## config.mk

```make
export PLATFORM = sky130hd
export DESIGN_NAME = lowpan_dispatch_header_parser_unit
export DESIGN_NICKNAME = d
export VERILOG_FILES = /design/src/sv/ldhp_pkg.sv /design/src/sv/lowpan_dispatch_header_parser_unit.sv
export VERILOG_INCLUDE_DIRS = /design/src /design/src/sv
export SDC_FILE = /design/constraint.sdc
export NUM_CORES = 1
export LEC_CHECK = 0
export BUFFER_PORTS_ARGS = -buffer_cell sky130_fd_sc_hd__buf_2
export CAP_MARGIN = 20
export CORE_ASPECT_RATIO = 0.8
export CORE_MARGIN = 2
export CORE_UTILIZATION = 59
export CTS_BUF_LIST = sky130_fd_sc_hd__clkbuf_4 sky130_fd_sc_hd__clkbuf_8
export CTS_CLUSTER_SIZE = 16
export DETAILED_ROUTE_END_ITERATION = 6
export GPL_TIMING_DRIVEN = 0
export PLACE_DENSITY = 0.91
export SYNTH_ARGS = -nofsm -noshare
export SYNTH_HDL_FRONTEND = slang
export SYNTH_SLANG_ARGS = --single-unit
```

## constraint.sdc

```tcl
create_clock -name clk_i -period 8.12 [get_ports clk_i]
set_input_delay 0.406 -clock clk_i [delete_from_list [all_inputs] [get_ports clk_i]]
set_output_delay 0.406 -clock clk_i [all_outputs]
set_load 0.01 [all_outputs]
```

## src/sv/assert_macros.svh

```systemverilog
// assertion macros used by the parser unit
`ifndef ASSERT_MACROS_SVH
`define ASSERT_MACROS_SVH

// condition must hold at every clock edge out of reset
`define LDHP_ASSERT_ALWAYS(lbl, cond, msg) \
  lbl: assert property (@(posedge clk_i) disable iff (!rst_ni) (cond)) else $error(msg);

// consequent must hold in the same cycle as the antecedent
`define LDHP_ASSERT_IMPLY(lbl, ante, cons, msg) \
  lbl: assert property (@(posedge clk_i) disable iff (!rst_ni) (ante) |-> (cons)) else $error(msg);

`endif

```

## src/sv/ldhp_pkg.sv

```systemverilog
// types and constants of the 6lowpan dispatch header parser
`default_nettype none

package ldhp_pkg;

  // parse phase of the current frame
  typedef enum logic [2:0] {
    PH_IDLE     = 3'd0,
    PH_DISPATCH = 3'd1,
    PH_MESH     = 3'd2,
    PH_BCAST    = 3'd3,
    PH_FRAG1    = 3'd4,
    PH_FRAGN    = 3'd5,
    PH_DONE     = 3'd6
  } phase_e;

  // header bitmap positions
  localparam logic [4:0] HB_MESH  = 5'h01;
  localparam logic [4:0] HB_BCAST = 5'h02;
  localparam logic [4:0] HB_FRAG1 = 5'h04;
  localparam logic [4:0] HB_FRAGN = 5'h08;
  localparam logic [4:0] HB_NALP  = 5'h10;

  // dispatch patterns
  localparam logic [1:0] NALP_PFX       = 2'b00;
  localparam logic [1:0] MESH_PFX       = 2'b10;
  localparam logic [1:0] MESH_VF        = 2'b11;
  localparam logic [7:0] BCAST_DISPATCH = 8'h50;
  localparam logic [4:0] FRAG1_PFX      = 5'b11000;
  localparam logic [4:0] FRAGN_PFX      = 5'b11100;

  // header lengths in bytes, dispatch byte included
  localparam logic [2:0] MESH_LEN  = 3'd5;
  localparam logic [2:0] BCAST_LEN = 3'd2;
  localparam logic [2:0] FRAG1_LEN = 3'd4;
  localparam logic [2:0] FRAGN_LEN = 3'd5;

  // longest possible header chain
  localparam logic [4:0] MAX_HDR_LEN = 5'd16;

  // full_mode after reset
  localparam logic FULL_MODE_RST = 1'b1;

endpackage

`default_nettype wire

```

## src/sv/lowpan_dispatch_header_parser_unit.sv

```systemverilog
// 6lowpan dispatch header parser: walks leading headers and reports their fields
// a result passes from the input register through the parse stage into the output register
// throughput: one byte per cycle while the parse stage is not stalled; only the beat that ends a frame's headers
//   (first payload byte, frame's last byte or a non-lowpan first byte) gives a result
// an occupied output register that is not taken stalls the parse stage
// reset clears the phase to idle and full_mode to one; bytes before a first
//   byte give nothing
`default_nettype none

module lowpan_dispatch_header_parser_unit (
  input  wire logic        clk_i,
  input  wire logic        rst_ni,
  // configuration write channel
  input  wire logic        cfg_valid_i,
  output logic             cfg_ready_o,
  input  wire logic        full_mode_i,
  // byte input channel
  input  wire logic        in_valid_i,
  output logic             in_ready_o,
  input  wire logic [7:0]  data_byte_i,
  input  wire logic        first_byte_i,
  input  wire logic        last_byte_i,
  // result channel
  output logic             out_valid_o,
  input  wire logic        out_ready_i,
  output logic [4:0]       header_bits_o,
  output logic [3:0]       hops_left_o,
  output logic [15:0]      origin_addr_o,
  output logic [15:0]      final_addr_o,
  output logic [7:0]       bcast_seqno_o,
  output logic [10:0]      dgram_size_o,
  output logic [15:0]      dgram_tag_o,
  output logic [7:0]       dgram_offset_o,
  output logic [4:0]       header_len_o,
  output logic             truncated_o
);

  // configuration register
  logic full_mode_q;

  // input register
  logic       in_vld_q;
  logic [7:0] byte_q;
  logic       first_q;
  logic       last_q;

  // frame state
  ldhp_pkg::phase_e phase_q, phase_d;
  logic [2:0]  bih_q, bih_d;
  logic [4:0]  seen_q, seen_d;
  logic [3:0]  hops_q, hops_d;
  logic [15:0] origin_q, origin_d;
  logic [15:0] final_q, final_d;
  logic [7:0]  seqno_q, seqno_d;
  logic [10:0] size_q, size_d;
  logic [15:0] tag_q, tag_d;
  logic [7:0]  offset_q, offset_d;
  logic [4:0]  consumed_q, consumed_d;
  logic        fcap_q, fcap_d;

  // result register
  logic out_vld_q;

  // handshake
  logic proc;

  // state as seen by this beat, after a frame restart
  ldhp_pkg::phase_e eff_phase;
  logic [2:0]  eff_bih;
  logic [4:0]  eff_seen;
  logic [3:0]  eff_hops;
  logic [15:0] eff_origin;
  logic [15:0] eff_final;
  logic [7:0]  eff_seqno;
  logic [10:0] eff_size;
  logic [15:0] eff_tag;
  logic [7:0]  eff_offset;
  logic [4:0]  eff_consumed;
  logic        eff_fcap;

  // decode
  logic       active;
  logic       in_disp;
  logic       nalp_byte;
  logic       mesh_byte;
  logic       mesh_ok;
  logic       bcast_hit;
  logic       frag1_hit;
  logic       fragn_hit;
  logic       start_hdr;
  logic       not_lowpan;
  logic [2:0] hdr_len;
  logic [2:0] bih_inc;
  logic       hdr_end;
  logic       emit;
  logic       trunc;

  assign cfg_ready_o = 1'b1;

  // configuration write
  always_ff @(posedge clk_i or negedge rst_ni) begin
    if (!rst_ni) begin
      full_mode_q <= ldhp_pkg::FULL_MODE_RST;
    end else if (cfg_valid_i) begin
      full_mode_q <= full_mode_i;
    end
  end

  // parse stage fires when the output register can take a result
  assign proc       = in_vld_q && (!out_vld_q || out_ready_i);
  assign in_ready_o = !in_vld_q || proc;

  // input register
  always_ff @(posedge clk_i or negedge rst_ni) begin
    if (!rst_ni) begin
      in_vld_q <= 1'b0;
    end else if (in_ready_o) begin
      in_vld_q <= in_valid_i;
    end
  end

  always_ff @(posedge clk_i) begin
    if (in_ready_o && in_valid_i) begin
      byte_q  <= data_byte_i;
      first_q <= first_byte_i;
      last_q  <= last_byte_i;
    end
  end

  // a first byte restarts the frame from a clean state
  assign eff_phase    = first_q ? ldhp_pkg::PH_DISPATCH : phase_q;
  assign eff_bih      = first_q ? 3'd0  : bih_q;
  assign eff_seen     = first_q ? 5'd0  : seen_q;
  assign eff_hops     = first_q ? 4'd0  : hops_q;
  assign eff_origin   = first_q ? 16'd0 : origin_q;
  assign eff_final    = first_q ? 16'd0 : final_q;
  assign eff_seqno    = first_q ? 8'd0  : seqno_q;
  assign eff_size     = first_q ? 11'd0 : size_q;
  assign eff_tag      = first_q ? 16'd0 : tag_q;
  assign eff_offset   = first_q ? 8'd0  : offset_q;
  assign eff_consumed = first_q ? 5'd0  : consumed_q;
  assign eff_fcap     = first_q ? 1'b0  : fcap_q;

  assign active  = (eff_phase != ldhp_pkg::PH_IDLE) && (eff_phase != ldhp_pkg::PH_DONE);
  assign in_disp = (eff_phase == ldhp_pkg::PH_DISPATCH);

  // dispatch byte classification
  assign nalp_byte  = (eff_consumed == 5'd0) && (byte_q[7:6] == ldhp_pkg::NALP_PFX);
  assign mesh_byte  = (eff_consumed == 5'd0) && full_mode_q &&
                      (byte_q[7:6] == ldhp_pkg::MESH_PFX);
  assign mesh_ok    = mesh_byte && (byte_q[5:4] == ldhp_pkg::MESH_VF);
  assign bcast_hit  = full_mode_q && (eff_seen[3:1] == 3'd0) &&
                      (byte_q == ldhp_pkg::BCAST_DISPATCH);
  assign frag1_hit  = (eff_seen[3:2] == 2'd0) && (byte_q[7:3] == ldhp_pkg::FRAG1_PFX);
  assign fragn_hit  = !eff_seen[3] && (byte_q[7:3] == ldhp_pkg::FRAGN_PFX);
  assign not_lowpan = nalp_byte || (mesh_byte && !mesh_ok);
  assign start_hdr  = !not_lowpan && (mesh_ok || bcast_hit || frag1_hit || fragn_hit);

  // header length by phase
  always_comb begin
    case (eff_phase)
      ldhp_pkg::PH_MESH:  hdr_len = ldhp_pkg::MESH_LEN;
      ldhp_pkg::PH_BCAST: hdr_len = ldhp_pkg::BCAST_LEN;
      ldhp_pkg::PH_FRAG1: hdr_len = ldhp_pkg::FRAG1_LEN;
      ldhp_pkg::PH_FRAGN: hdr_len = ldhp_pkg::FRAGN_LEN;
      default:            hdr_len = ldhp_pkg::BCAST_LEN;
    endcase
  end

  assign bih_inc = eff_bih + 3'd1;
  assign hdr_end = (bih_inc >= hdr_len);

  // result due: payload or non-lowpan byte, or the frame's last byte
  assign emit  = active && ((in_disp && !start_hdr) || last_q);
  assign trunc = in_disp ? start_hdr : !hdr_end;

  // next phase
  always_comb begin
    phase_d = phase_q;
    if (proc) begin
      if (emit) begin
        phase_d = ldhp_pkg::PH_DONE;
      end else if (active) begin
        if (in_disp) begin
          if (mesh_ok) begin
            phase_d = ldhp_pkg::PH_MESH;
          end else if (bcast_hit) begin
            phase_d = ldhp_pkg::PH_BCAST;
          end else if (frag1_hit) begin
            phase_d = ldhp_pkg::PH_FRAG1;
          end else begin
            phase_d = ldhp_pkg::PH_FRAGN;
          end
        end else if (hdr_end) begin
          phase_d = ldhp_pkg::PH_DISPATCH;
        end else begin
          phase_d = eff_phase;
        end
      end
    end
  end

  // field capture
  always_comb begin
    bih_d      = bih_q;
    seen_d     = seen_q;
    hops_d     = hops_q;
    origin_d   = origin_q;
    final_d    = final_q;
    seqno_d    = seqno_q;
    size_d     = size_q;
    tag_d      = tag_q;
    offset_d   = offset_q;
    consumed_d = consumed_q;
    fcap_d     = fcap_q;
    if (proc) begin
      bih_d      = eff_bih;
      seen_d     = eff_seen;
      hops_d     = eff_hops;
      origin_d   = eff_origin;
      final_d    = eff_final;
      seqno_d    = eff_seqno;
      size_d     = eff_size;
      tag_d      = eff_tag;
      offset_d   = eff_offset;
      consumed_d = eff_consumed;
      fcap_d     = eff_fcap;
      if (active && in_disp) begin
        if (not_lowpan) begin
          seen_d = ldhp_pkg::HB_NALP;
        end else if (start_hdr) begin
          bih_d      = 3'd1;
          consumed_d = eff_consumed + 5'd1;
          if (mesh_ok) begin
            seen_d = eff_seen | ldhp_pkg::HB_MESH;
            hops_d = byte_q[3:0];
          end else if (bcast_hit) begin
            seen_d = eff_seen | ldhp_pkg::HB_BCAST;
          end else if (frag1_hit) begin
            seen_d = eff_seen | ldhp_pkg::HB_FRAG1;
            size_d = {byte_q[2:0], 8'h00};
          end else begin
            seen_d = eff_seen | ldhp_pkg::HB_FRAGN;
            fcap_d = !eff_seen[2];
            if (!eff_seen[2]) begin
              size_d = {byte_q[2:0], 8'h00};
            end
          end
        end
      end else if (active) begin
        consumed_d = eff_consumed + 5'd1;
        bih_d      = hdr_end ? 3'd0 : bih_inc;
        case (eff_phase)
          ldhp_pkg::PH_MESH: begin
            case (eff_bih)
              3'd1:    origin_d[15:8] = byte_q;
              3'd2:    origin_d[7:0]  = byte_q;
              3'd3:    final_d[15:8]  = byte_q;
              3'd4:    final_d[7:0]   = byte_q;
              default: ;
            endcase
          end
          ldhp_pkg::PH_BCAST: begin
            if (eff_bih == 3'd1) begin
              seqno_d = byte_q;
            end
          end
          default: begin
            if ((eff_phase == ldhp_pkg::PH_FRAG1) || eff_fcap) begin
              case (eff_bih)
                3'd1:    size_d[7:0]  = byte_q;
                3'd2:    tag_d[15:8]  = byte_q;
                3'd3:    tag_d[7:0]   = byte_q;
                3'd4:    offset_d     = byte_q;
                default: ;
              endcase
            end
          end
        endcase
      end
    end
  end

  // frame state registers
  always_ff @(posedge clk_i or negedge rst_ni) begin
    if (!rst_ni) begin
      phase_q    <= ldhp_pkg::PH_IDLE;
      bih_q      <= 3'd0;
      seen_q     <= 5'd0;
      hops_q     <= 4'd0;
      origin_q   <= 16'd0;
      final_q    <= 16'd0;
      seqno_q    <= 8'd0;
      size_q     <= 11'd0;
      tag_q      <= 16'd0;
      offset_q   <= 8'd0;
      consumed_q <= 5'd0;
      fcap_q     <= 1'b0;
    end else begin
      phase_q    <= phase_d;
      bih_q      <= bih_d;
      seen_q     <= seen_d;
      hops_q     <= hops_d;
      origin_q   <= origin_d;
      final_q    <= final_d;
      seqno_q    <= seqno_d;
      size_q     <= size_d;
      tag_q      <= tag_d;
      offset_q   <= offset_d;
      consumed_q <= consumed_d;
      fcap_q     <= fcap_d;
    end
  end

  // result valid
  always_ff @(posedge clk_i or negedge rst_ni) begin
    if (!rst_ni) begin
      out_vld_q <= 1'b0;
    end else if (proc && emit) begin
      out_vld_q <= 1'b1;
    end else if (out_ready_i) begin
      out_vld_q <= 1'b0;
    end
  end

  // result payload
  always_ff @(posedge clk_i) begin
    if (proc && emit) begin
      header_bits_o  <= seen_d;
      hops_left_o    <= hops_d;
      origin_addr_o  <= origin_d;
      final_addr_o   <= final_d;
      bcast_seqno_o  <= seqno_d;
      dgram_size_o   <= size_d;
      dgram_tag_o    <= tag_d;
      dgram_offset_o <= offset_d;
      header_len_o   <= consumed_d;
      truncated_o    <= trunc;
    end
  end

  assign out_valid_o = out_vld_q;

  `include "assert_macros.svh"

  `LDHP_ASSERT_IMPLY(a_idle_clean, phase_q == ldhp_pkg::PH_IDLE, (seen_q == 5'd0) && (consumed_q == 5'd0), "idle phase with frame state set")
  `LDHP_ASSERT_ALWAYS(a_len_bound, consumed_q <= ldhp_pkg::MAX_HDR_LEN, "header length beyond longest chain")
  `LDHP_ASSERT_IMPLY(a_disp_aligned, phase_q == ldhp_pkg::PH_DISPATCH, bih_q == 3'd0, "dispatch phase inside a header")
  `LDHP_ASSERT_IMPLY(a_hdr_started, (phase_q == ldhp_pkg::PH_MESH) || (phase_q == ldhp_pkg::PH_BCAST) || (phase_q == ldhp_pkg::PH_FRAG1) || (phase_q == ldhp_pkg::PH_FRAGN), bih_q != 3'd0, "header phase without its dispatch byte")

endmodule

`default_nettype wire

```

Yosys cells after proc, flatten, opt, wreduce, memory -nomap -nowiden. Cells that the tools add are included.

Flip-flop bits (word level): 199. Input port bits: 16. Output and inout port bits: 93.

Add/subtract/negate cells: 2. $lt $le $gt $ge: 1. Eq/ne operators: 15. Mux-type cells: 94. Reduce and logical (&&, ||, !) cells: 43.

Operators by type and width (number): $mux W16 (16); $mux W8 (24); $mux W11 (8); $mux W5 (10); $mux W3 (14); $mux W4 (10); $logic_and A1 B1 Y1 (17); $eq A3 B2 Y1 const B (4); $mux W1 (11); $eq A5 B5 Y1 const B (2); $eq A3 B3 Y1 const B (3); $eq A8 B7 Y1 const B (1); $logic_not A1 Y1 (8); $logic_or A1 B1 Y1 (8); $eq A3 B1 Y1 const B (2); $pmux W3 S2 (1); $add A5 B1 Y5 const B (1); $logic_not A5 Y1 (1); $eq A2 B2 Y1 const B (2); $logic_not A2 Y1 (2); $reduce_bool A2 Y1 (2); $reduce_or A2 Y1 (2); $add A3 B1 Y3 const B (1); $ge A3 B3 Y1 (1); other kinds (4) (4).

Longest topological paths before layout. Gate-level depths: netlist of run 1.

Depth after elaboration: 16. Depth in mapped cells: 14.

Worst setup path after synthesis of run 1. OpenSTA, ideal clock, no wires.

Path kind: reg-to-reg. Start: reg first_q. End: reg bcast_seqno_o[0] (enable). Setup time: 0.539 ns. Data arrival time: 5.715 ns. Setup slack: 1.866 ns. Stages on the path, launching flop included: 12. Path buffers: 3. Period minus slack after synthesis: 6.254 ns. Path through: edfxtp_1 buf_2 buf_2 clkbuf_1 nand2b_1 ha_1 and4b_1 o211ai_2 o211ai_4 nor2_1 nor2_1 nor2_1.

Cells in the longest elaborated chain, start to end: 15. Elaborated cells on any way between the ends: 32. Those cells by class: 2 x eq/ne; 3 x mux; 27 x reduce/logical.

Ends and longest elaborated chain: from (decl) (line lowpan_dispatch_header_parser_unit.sv:44) `logic first_q;`; from (signal assigned) (line lowpan_dispatch_header_parser_unit.sv:125) `first_q <= first_byte_i;`; $mux W5 (line lowpan_dispatch_header_parser_unit.sv:141) `assign eff_consumed = first_q ? 5'd0 : consumed_q;`; $logic_not A5 Y1 (line lowpan_dispatch_header_parser_unit.sv:148, lowpan_dispatch_header_parser_unit.sv:149); $logic_and A1 B1 Y1 (2 in series) (line lowpan_dispatch_header_parser_unit.sv:149) `assign mesh_byte = (eff_consumed == 5'd0) && full_mode_q &&`; $logic_and A1 B1 Y1 (line lowpan_dispatch_header_parser_unit.sv:151) `assign mesh_ok = mesh_byte && (byte_q[5:4] == ldhp_pkg::MESH_VF);`; $logic_not A1 Y1 (line lowpan_dispatch_header_parser_unit.sv:156) `assign not_lowpan = nalp_byte || (mesh_byte && !mesh_ok);`; $logic_and A1 B1 Y1 (line lowpan_dispatch_header_parser_unit.sv:156); $logic_or A1 B1 Y1 (line lowpan_dispatch_header_parser_unit.sv:156); $logic_not A1 Y1 (line lowpan_dispatch_header_parser_unit.sv:157) `assign start_hdr = !not_lowpan && (mesh_ok || bcast_hit || frag1_hit || fragn_hit);`; $logic_and A1 B1 Y1 (line lowpan_dispatch_header_parser_unit.sv:157); $logic_not A1 Y1 (line lowpan_dispatch_header_parser_unit.sv:174) `assign emit = active && ((in_disp && !start_hdr) || last_q);`; $logic_and A1 B1 Y1 (line lowpan_dispatch_header_parser_unit.sv:174); $logic_or A1 B1 Y1 (line lowpan_dispatch_header_parser_unit.sv:174); $logic_and A1 B1 Y1 * (line lowpan_dispatch_header_parser_unit.sv:174); $logic_and A1 B1 Y1 * (line lowpan_dispatch_header_parser_unit.sv:328) `if (proc && emit) begin`; to (signal assigned) (line lowpan_dispatch_header_parser_unit.sv:333) `bcast_seqno_o <= seqno_d;`; to (decl) (line lowpan_dispatch_header_parser_unit.sv:30) `output logic [7:0] bcast_seqno_o,`.

Mark *: on every way between the ends. The rest lies on a longest branch, timed or not. A chain may end at the register's enable or synchronous reset.

Final worst setup path of run 1.
Start: reg first_q. End: reg dgram_tag_o[6] (enable).

Cells in the longest elaborated chain, start to end: 15. Elaborated cells on any way between the ends: 32. Those cells by class: 2 x eq/ne; 3 x mux; 27 x reduce/logical.

Ends and longest elaborated chain: $mux W5 (line lowpan_dispatch_header_parser_unit.sv:141); $logic_not A5 Y1 (line lowpan_dispatch_header_parser_unit.sv:148, lowpan_dispatch_header_parser_unit.sv:149); $logic_and A1 B1 Y1 (2 in series) (line lowpan_dispatch_header_parser_unit.sv:149); $logic_and A1 B1 Y1 (line lowpan_dispatch_header_parser_unit.sv:151); $logic_not A1 Y1 (line lowpan_dispatch_header_parser_unit.sv:156); $logic_and A1 B1 Y1 (line lowpan_dispatch_header_parser_unit.sv:156); $logic_or A1 B1 Y1 (line lowpan_dispatch_header_parser_unit.sv:156); $logic_not A1 Y1 (line lowpan_dispatch_header_parser_unit.sv:157); $logic_and A1 B1 Y1 (line lowpan_dispatch_header_parser_unit.sv:157); $logic_not A1 Y1 (line lowpan_dispatch_header_parser_unit.sv:174); $logic_and A1 B1 Y1 (line lowpan_dispatch_header_parser_unit.sv:174); $logic_or A1 B1 Y1 (line lowpan_dispatch_header_parser_unit.sv:174); $logic_and A1 B1 Y1 * (line lowpan_dispatch_header_parser_unit.sv:174); $logic_and A1 B1 Y1 * (line lowpan_dispatch_header_parser_unit.sv:328); to (signal assigned) (line lowpan_dispatch_header_parser_unit.sv:335) `dgram_tag_o <= tag_d;`; to (decl) (line lowpan_dispatch_header_parser_unit.sv:32) `output logic [15:0] dgram_tag_o,`.

Marks and branches as above.

==> results of run 1 <==
-- flip-flops by register name (all words and copies together), names as in the netlist, 11 cells and up --
| signal | flops |
|---|---|
| origin_q | 16 |
| size_q | 11 |
| final_q | 16 |
| final_addr_o | 16 |
| dgram_size_o | 11 |
| tag_q | 16 |
| origin_addr_o | 16 |
| dgram_tag_o | 16 |
-- layout make-up --
class | count | area share, %
Timing Repair Buffer | 111 | 6.98
Buffer | 26 | 1.28
Inverter | 9 | 0.383
Clock inverter | 15 | 2.25
Multi-Input combinational cell | 313 | 21.9
Clock buffer | 17 | 2.65
Sequential cell | 199 | 62.1
Tap cell | 171 | 2.42
-- through the flow --
stage / power (µW) / worst slack [ns] / cell area (µm²)
floorplan: 1490 / 1.87 / 7550
global placement: 1630 / 0.297 / 8300
detailed placement: 1650 / 4.43 / 8380
CTS: 2320 / 4.41 / 8820
global route: 2420 / 4.17 / 8820
finish: 2320 / 4.36 / 8820
-- power by group through the flow --
stage | Combinational [µW] | Sequential, µW | Clock [µW]
3_5_place_dp | 393 | 1250 | 0
3_3_place_gp | 367 | 1260 | 0
6_report | 400 | 1230 | 684
4_1_cts | 396 | 1230 | 689
2_1_floorplan | 201 | 1290 | 0
5_1_grt | 437 | 1250 | 734
-- final timing paths --
path | endpoint | cells after the start
max in group asynchronous | full_mode_q$_DFFE_PN1P_ | 3
worst min-delay path | byte_q[2]$_DFFE_PP_ | 1
min in group asynchronous | origin_q[12]$_DFF_PN0_ | 2
worst max register to register | dgram_tag_o[6]$_DFFE_PP_ | 12
worst min register to register | seen_q[0]$_DFF_PN0_ | 1
worst max-delay path | dgram_tag_o[6]$_DFFE_PP_ | 12
-- layer usage --
| metal | wire, µm | GRT usage, % | up-vias |
|---|---|---|---|
| met5 | 0 | 0 | - |
| met4 | 260 | 7.45 | 0 |
| met3 | 1440 | 7.31 | 34 |
| met2 | 7530 | 37.5 | 272 |
| met1 | 7480 | 39.2 | 2479 |
| li1 | - | - | 2246 |
-- worst max-delay path: cells and delay by family, from the launching register on --
kind | cells | cell delay (ns)
and+or+nand+nor | 5 | 1.39
buffers and inverters | 4 | 1.01
DFF | 1 | 0.42
AOI/OAI and AO/OA | 2 | 0.33
adders and majority gates | 1 | 0.27
-- cells in the final DEF, fill, tap and decap left out, types with 4 or more instances in the layout --
cell | synthesis | layout
a21o_1 | 6 | 6
a21oi_1 | 11 | 11
a22o_1 | 51 | 51
and2_1 | 5 | 5
buf_2 | 9 | 115
bufinv_16 | 0 | 4
clkbuf_1 | 15 | 15
clkbuf_8 | 0 | 17
dfrtp_1 | 98 | 98
edfxtp_1 | 100 | 100
ha_1 | 10 | 10
inv_1 | 9 | 9
inv_6 | 0 | 4
nand2_1 | 86 | 86
nand2b_1 | 11 | 11
nand3_1 | 6 | 6
nor2_1 | 24 | 23
nor2b_1 | 8 | 8
nor3_1 | 8 | 8
o21ai_0 | 38 | 38
o21ai_1 | 10 | 10
-- kinds of logic (layout without fill, tap and decap cells) --
kind of cell,Yosys count,in the layout
DFF,199,199
buffers and inverters,35,178
and+or+nand+nor,167,167
muxes,2,2
adders and majority gates,10,10
AOI/OAI and AO/OA,133,133
other,1,1
==> results.yml, run 1 <==
status:
  outcome: "finished clean"
pwr:
  power_density_nw_per_um2: 263
  vdd_ir_drop_max_mv: 0.253
  p_switching_uw: 662
  seqPwrFrac_pct: 53.3
  pwr-share-comb_pct: 17.3
  clockPowerShare_pct: 29.5
  internal-power_uw: 1660
  leakage_uw: 0.00382
  swShare_pct: 28.5
clock_network:
  post_cts_resized: 0
  clkSinkCount: 199
  cts.clk_slew.worst_paths_ns: 0.09
  clk_latency_ns: 0.47
  clk_path_buf_depth: 2
  h-tree-depth: 4
  numCtsBuffers: 17
  ctsHoldBuffers: 1
  cts_tree: "yes"
  cts-root-buf: "clkbuf_8"
  cts_setup_buffers: 0
global_routing:
  grt_max_degree: 53
  grt_pass1_vias: 4944
  antenna_found_initial: 0
  grt_pass1_wl_um: 26500
  globalRoute.totalOverflow: 0
  grt.total_usage_pct: 26.0
sta:
  drv_slew: 0
  tightest_slew_ns: 0.829
  fmax_mhz: 266
  setup_tns_ns: 0
  period_needed_ns: 3.76
  finalSetupViolCount: 0
  slew_headroom_pct: 44.8
  whs_ns: 0.113
  fin_crit_sh_pct: 46.3
  rsz0062_at_grt: "false"
  finalHoldViolCount: 0
  skew_ns: 0.0107
critical_path:
  crit_chain: "buf_2 > buf_2 > clkbuf_1 > nand2b_1 > ha_1 > and4b_1 > o211ai_2 > o211ai_4 > nor2_1 > nor2_1 > nor2_4 > buf_12"
  crit_fanout: 41
  r2r_slack_ns: 4.36
  critical_path.max_stage_delay_ns: 0.60
  worstSetupStartpointType: "register"
  required_ns: 8.28
  crit_slowest_cell: "nor2_4"
  crit_arrival_ns: 3.92
  worstSetupPathType: "register to register"
  end_kind: "register"
  startpoint: "first_q$_DFFE_PP_"
  r2r-start: "first_q$_DFFE_PP_"
logic_synthesis:
  synthFlopType: "edfxtp_1"
  synth_top_area_share_pct: 39.7
  async_reset_ff_share_pct: 49.7
  synth_area_leaders: "edfxtp_1, dfrtp_1, a22o_1, nand2_1, o21ai_0"
  synth_compound_area_share_pct: 12.7
  synthAdderAreaFrac_pct: 1.66
  syn-mean-instance-area_um2: 13.8
  synth_top_area_cell: "edfxtp_1"
  synth.most_common_cell: "edfxtp_1"
  yosysWarningCount: 0
  ys_seq_elements: 199
  synth_area_um2: 7550
  synth_xor_area_share_pct: 0
  synth_edf_count: 100
  synthSimpleGateAreaFrac_pct: 10.8
  yosys-mux-area-fraction_pct: 0.282
  synthTopCellsByCount: "edfxtp_1, dfrtp_1, nand2_1"
  seq_area_frac_synth_pct: 72.6
  synth_nets: 573
  synthCells: 547
  synth_top_family_by_area: "compound AO/OA/AOI/OAI gates"
  synth_cell_types: 51
final_layout:
  nNetsFinal: 703
  postLayoutCoreUtil_pct: 71.5
  diodes: 0
  areaGrowthSynthToFinish_pct: 16.8
  num-fill-cells: 854
  drive_above_1_share_pct: 24.1
  post_layout_nonfiller_instances: 861
  final-seq-area_um2: 5480
  multi_input_area_um2: 1930
detailed_routing:
  wirelength_um: 16700
  post_drt_via_cell_ratio: 5.84
  drt_iter0_drc: 499
  vias: 5031
  ant_nets: 0
  first_pass_iters: 5
  wl_per_cell_um: 19.4
  drc: 0
die:
  die_width_um: 131
  core_area_um2: 12300
  start_util_pct: 61.2
  die-area_um2: 13700
  dieHeight_um: 105
  rows: 36
  io_pins: 109
worst_hold_path:
  hp-class: "input port to register"
  worstHoldStart: "data_byte_i[2]"
place:
  dp_hpwl_um: 11000
  portBuffers: 107
  placed_cells: 828
  gp_congestion: 0.891
flow_run:
  drv_cap: 0
(Power assumes the default switching activity.)
==> run 2: changes to the inputs <==
==> constraint.sdc (replaced) <==
create_clock -name clk_i -period 3.9 [get_ports clk_i]
set_input_delay 0.195 -clock clk_i [delete_from_list [all_inputs] [get_ports clk_i]]
set_output_delay 0.195 -clock clk_i [all_outputs]
set_load 0.01 [all_outputs]
==> run 2 against run 1 <==
Fmax rose by 1.4%. Highest routed layer unchanged. Die area stayed put. Largest power group unchanged. Global-route usage is 0.073 points lower. Utilization is 0.84 points higher. Cell area grew 1.2%. Critical endpoint is now dgram_tag_o[9]$_DFFE_PP_.
==> results.yml, run 2 (synthesis results as in run 1) <==
status:
  outcome: "finished clean"
clock_network:
  cts_tree: "yes"
  clk_path_buf_depth: 2
  cts_setup_buffers: 0
  numCtsBuffers: 17
  h-tree-depth: 4
  cts-root-buf: "clkbuf_8"
  clkSinkCount: 199
  cts.clk_slew.worst_paths_ns: 0.09
  clk_latency_ns: 0.47
detailed_routing:
  drc: 0
  wl_per_cell_um: 19.4
  wirelength_um: 16900
  ant_nets: 0
  first_pass_iters: 6
  post_drt_via_cell_ratio: 5.85
  drt_iter0_drc: 597
  vias: 5122
die:
  start_util_pct: 61.2
  core_area_um2: 12300
  die_width_um: 131
  io_pins: 109
  dieHeight_um: 105
  rows: 36
  die-area_um2: 13700
place:
  dp_hpwl_um: 11100
  gp_congestion: 0.917
  placed_cells: 828
  portBuffers: 107
sta:
  drv_slew: 0
  finalSetupViolCount: 0
  finalHoldViolCount: 0
  whs_ns: 0.0392
  fmax_mhz: 270
  fin_crit_sh_pct: 94.9
  period_needed_ns: 3.70
  skew_ns: 0.0148
  tightest_slew_ns: 0.840
  slew_headroom_pct: 44.0
  rsz0062_at_grt: "false"
pwr:
  vdd_ir_drop_max_mv: 0.444
  internal-power_uw: 3370
  clockPowerShare_pct: 27.7
  power_density_nw_per_um2: 530
  p_switching_uw: 1350
  seqPwrFrac_pct: 54.3
  pwr-share-comb_pct: 18.0
  swShare_pct: 28.6
  leakage_uw: 0.00386
global_routing:
  grt.total_usage_pct: 25.9
  globalRoute.totalOverflow: 0
  grt_max_degree: 69
  grt_pass1_wl_um: 26600
  antenna_found_initial: 0
  grt_pass1_vias: 4968
critical_path:
  crit_fanout: 41
  worstSetupPathType: "register to register"
  crit_arrival_ns: 3.91
  startpoint: "first_q$_DFFE_PP_"
  end_kind: "register"
  required_ns: 4.10
  r2r-start: "first_q$_DFFE_PP_"
  worstSetupStartpointType: "register"
final_layout:
  nNetsFinal: 717
  mostFrequentLayoutCells: "buf_2, edfxtp_1, dfrtp_1, nand2_1, a22o_1"
  areaGrowthSynthToFinish_pct: 18.2
  drive_above_1_share_pct: 24.0
  post_layout_nonfiller_instances: 875
  layout_commonest_cell: "buf_2"
  diodes: 0
worst_hold_path:
  worstHoldStart: "out_ready_i"
  hp-class: "input port to register"
flow_run:
  drv_cap: 0
-- run 2: layer usage --
layer  GRT usage [%]  wire, µm
met1            38.7      7470
met2            37.6      7830
met3            7.21      1390
met4            7.83       250
met5               0         0
-- run 2: cell type report --
type	instances	area, µm²
Buffer	26	113
Clock buffer	21	277
Clock inverter	11	124
Fill cell	827	3410
Inverter	9	33.8
Multi-Input combinational cell	314	1940
Sequential cell	199	5480
Tap cell	171	214
Timing Repair Buffer	124	746
-- run 2: repair_timing --
item                       4_1_cts  5_1_grt
setup endpoints to repair        0        4
hold endpoints to repair        43        0
gates resized for setup          0        0
hold buffers                    14        0
-- run 2: final timing paths --
check,to,slack [ns],cells after the start
setup / recovery,dgram_tag_o[9]$_DFFE_PP_,0.20,12
hold / removal,in_vld_q$_DFFE_PN0N_,0.04,3
setup reg to reg,dgram_tag_o[9]$_DFFE_PP_,0.20,12
hold reg to reg,seen_q[0]$_DFF_PN0_,0.48,1
max in group asynchronous,tag_q[12]$_DFF_PN0_,3.00,3
min in group asynchronous,final_q[11]$_DFF_PN0_,0.22,2
-- run 2: stage by stage --
step / area (µm²) / TNS (ns) / worst slack (ns) / util [%] / power [µW]
final: 8930 / 0 / 0.197 / 72.3 / 4730
after global routing: 8930 / 0 / 0.0499 / 72.3 / 4940
after CTS: 8920 / 0 / 0.194 / 72.3 / 4730
after detailed placement: 8380 / 0 / 0.216 / 67.9 / 3430
after global placement: 8310 / -50.99 / -0.571 / 67.3 / 3380
after floorplan: 7560 / 0 / 0.183 / - / 3090
-- run 2: power by group through the flow --
stage               registers (µW)  clock network, µW  logic [µW]
floorplan                     2670                  0         423
global placement              2610                  0         773
detailed placement            2610                  0         826
CTS                           2570               1320         840
global route                  2590               1410         937
finish                        2570               1310         850
-- run 2: worst max-delay path, cell delays in order (launching register included) --
cell and delay, ns:
edfxtp_1 0.39, buf_2 0.27, buf_2 0.31, clkbuf_1 0.38, nand2b_1 0.20, ha_1 0.25, and4b_1 0.25, o211ai_2 0.19
o211ai_4 0.20, nor2_1 0.09, nor2_1 0.43, nor2_4 0.21, buf_12 0.26
==> run 3: changes to the inputs <==
==> constraint.sdc (replaced) <==
create_clock -name clk_i -period 4.02 [get_ports clk_i]
set_input_delay 0.201 -clock clk_i [delete_from_list [all_inputs] [get_ports clk_i]]
set_output_delay 0.201 -clock clk_i [all_outputs]
set_load 0.01 [all_outputs]
==> run 3 against run 2 <==
Sequential cell count unchanged. Via count down 0.55%. Non-clock buffer count unchanged. Critical endpoint unchanged. Setup slack better by 0.090 ns. Combinational power down 3.8%. Sequential power down 3%. Critical path type unchanged.
==> results.yml, run 3 (synthesis results as in run 1) <==
detailed_routing:
  post_drt_via_cell_ratio: 5.83
  first_pass_iters: 5
  wl_per_cell_um: 19.2
  vias: 5094
  wirelength_um: 16800
  ant_nets: 0
  drc: 0
  drt_iter0_drc: 490
sta:
  fmax_mhz: 268
  period_needed_ns: 3.73
  fin_crit_sh_pct: 92.9
  skew_ns: 0.0160
  finalSetupViolCount: 0
  final.setup.worst_slack_ns: 0.287
  finalHoldViolCount: 0
  drv_slew: 0
  setup_tns_ns: 0
  slew_headroom_pct: 43.0
  rsz0062_at_grt: "false"
  tightest_slew_ns: 0.855
clock_network:
  cts_tree: "yes"
  ctsHoldBuffers: 14
  h-tree-depth: 4
  cts-root-buf: "clkbuf_8"
  cts.clk_slew.worst_paths_ns: 0.09
  numCtsBuffers: 17
  clkSinkCount: 199
  cts_setup_buffers: 0
  post_cts_resized: 0
  clk_path_buf_depth: 2
  clk_latency_ns: 0.47
pwr:
  finalPower_uw: 4580
  leakage_uw: 0.00386
  vdd_ir_drop_max_mv: 0.411
  power_density_nw_per_um2: 513
final_layout:
  num-fill-cells: 828
  final-seq-area_um2: 5480
  areaGrowthSynthToFinish_pct: 18.1
  nNetsFinal: 716
  multi_input_area_um2: 1930
  mostFrequentLayoutCells: "buf_2, edfxtp_1, dfrtp_1, nand2_1, a22o_1"
  post_layout_nonfiller_instances: 874
  layout_commonest_cell: "buf_2"
  diodes: 0
  drive_above_1_share_pct: 23.9
critical_path:
  cpLargestDelayFamily: "simple AND/OR/NAND/NOR gates"
  crit_arrival_ns: 3.88
  worstSetupPathType: "register to register"
  crit_slowest_cell: "nor2_4"
  crit_fanout: 41
  critical_path.max_stage_delay_ns: 0.57
  required_ns: 4.17
  critPathBufInv: 4
  crit_chain: "buf_2 > buf_2 > clkbuf_1 > nand2b_1 > ha_1 > and4b_1 > o211ai_2 > o211ai_4 > nor2_1 > nor2_1 > nor2_4 > buf_12"
  end_kind: "register"
  worstSetupStartpointType: "register"
place:
  portBuffers: 107
  pre_cts_slack_ns: 0.336
  gp_congestion: 0.917
  placed_cells: 828
  dp_hpwl_um: 11100
global_routing:
  grt.total_usage_pct: 25.9
  grt_max_degree: 69
  grt_pass1_wl_um: 26600
  globalRoute.totalOverflow: 0
  grt_pass1_vias: 4968
  antenna_found_initial: 0
die:
  dieHeight_um: 105
  rows: 36
  core_area_um2: 12300
  start_util_pct: 61.2
  die_width_um: 131
  io_pins: 109
  die-area_um2: 13700
flow_run:
  drv_cap: 0
worst_hold_path:
  hp-class: "input port to register"
status:
  outcome: "finished clean"
-- run 3: cell count changes in the layout (fill, tap and decap cells not counted) --
cell	change
nor2_2	-1
-- run 3: worst register-to-register path, stage by stage (launching register included) --
cell and delay [ns]:
edfxtp_1 0.44, buf_2 0.23, buf_2 0.23, clkbuf_1 0.25
nand2b_1 0.24, ha_1 0.27, and4b_1 0.23, o211ai_2 0.16
o211ai_4 0.20, nor2_1 0.16, nor2_1 0.11, nor2_4 0.57
buf_12 0.31
-- run 3: where the power goes --
group | internal, µW | switching, µW | leakage, µW
Sequential | 2390 | 99.7 | 0.00233
Clock | 601 | 670 | 0.000199
Combinational | 280 | 538 | 0.00133
Total | 3270 | 1310 | 0.00386
-- run 3: final timing paths --
| check | start | end | slack [ns] | cells after the start |
|---|---|---|---|---|
| setup / recovery | first_q$_DFFE_PP_ | dgram_tag_o[9]$_DFFE_PP_ | 0.29 | 12 |
| setup reg to reg | first_q$_DFFE_PP_ | dgram_tag_o[9]$_DFFE_PP_ | 0.29 | 12 |
| max in group asynchronous | rst_ni | tag_q[12]$_DFF_PN0_ | 3.11 | 3 |
| hold / removal | out_ready_i | in_vld_q$_DFFE_PN0N_ | 0.04 | 3 |
| min in group asynchronous | rst_ni | final_q[11]$_DFF_PN0_ | 0.23 | 2 |
| hold reg to reg | seen_q[0]$_DFF_PN0_ | seen_q[0]$_DFF_PN0_ | 0.49 | 1 |
-- run 3: per-stage QoR --
stage | hold slack (ns) | instance area, µm² | util (%)
floorplan | -0.0946 | 7560 | -
global placement | 0.379 | 8310 | 67.3
detailed placement | 0.179 | 8380 | 67.9
CTS | 0.0152 | 8920 | 72.3
global route | 0.0644 | 8920 | 72.3
finish | 0.0438 | 8920 | 72.3
-- run 3: cell type report --
| cell class | count | share of cell area, % |
|---|---|---|
| Clock inverter | 11 | 1.39 |
| Timing Repair Buffer | 124 | 8.36 |
| Buffer | 26 | 1.26 |
| Multi-Input combinational cell | 313 | 21.7 |
| Clock buffer | 21 | 3.10 |
| Inverter | 9 | 0.379 |
| Sequential cell | 199 | 61.4 |
| Tap cell | 171 | 2.40 |
-- run 3: routing by layer --
layer	up-vias	GRT usage [%]	part of all wire (%)
met3	30	7.21	8.5
met2	274	37.6	46
li1	2283	-	-
met1	2507	38.7	44
met4	0	7.83	1.4
met5	-	0	0
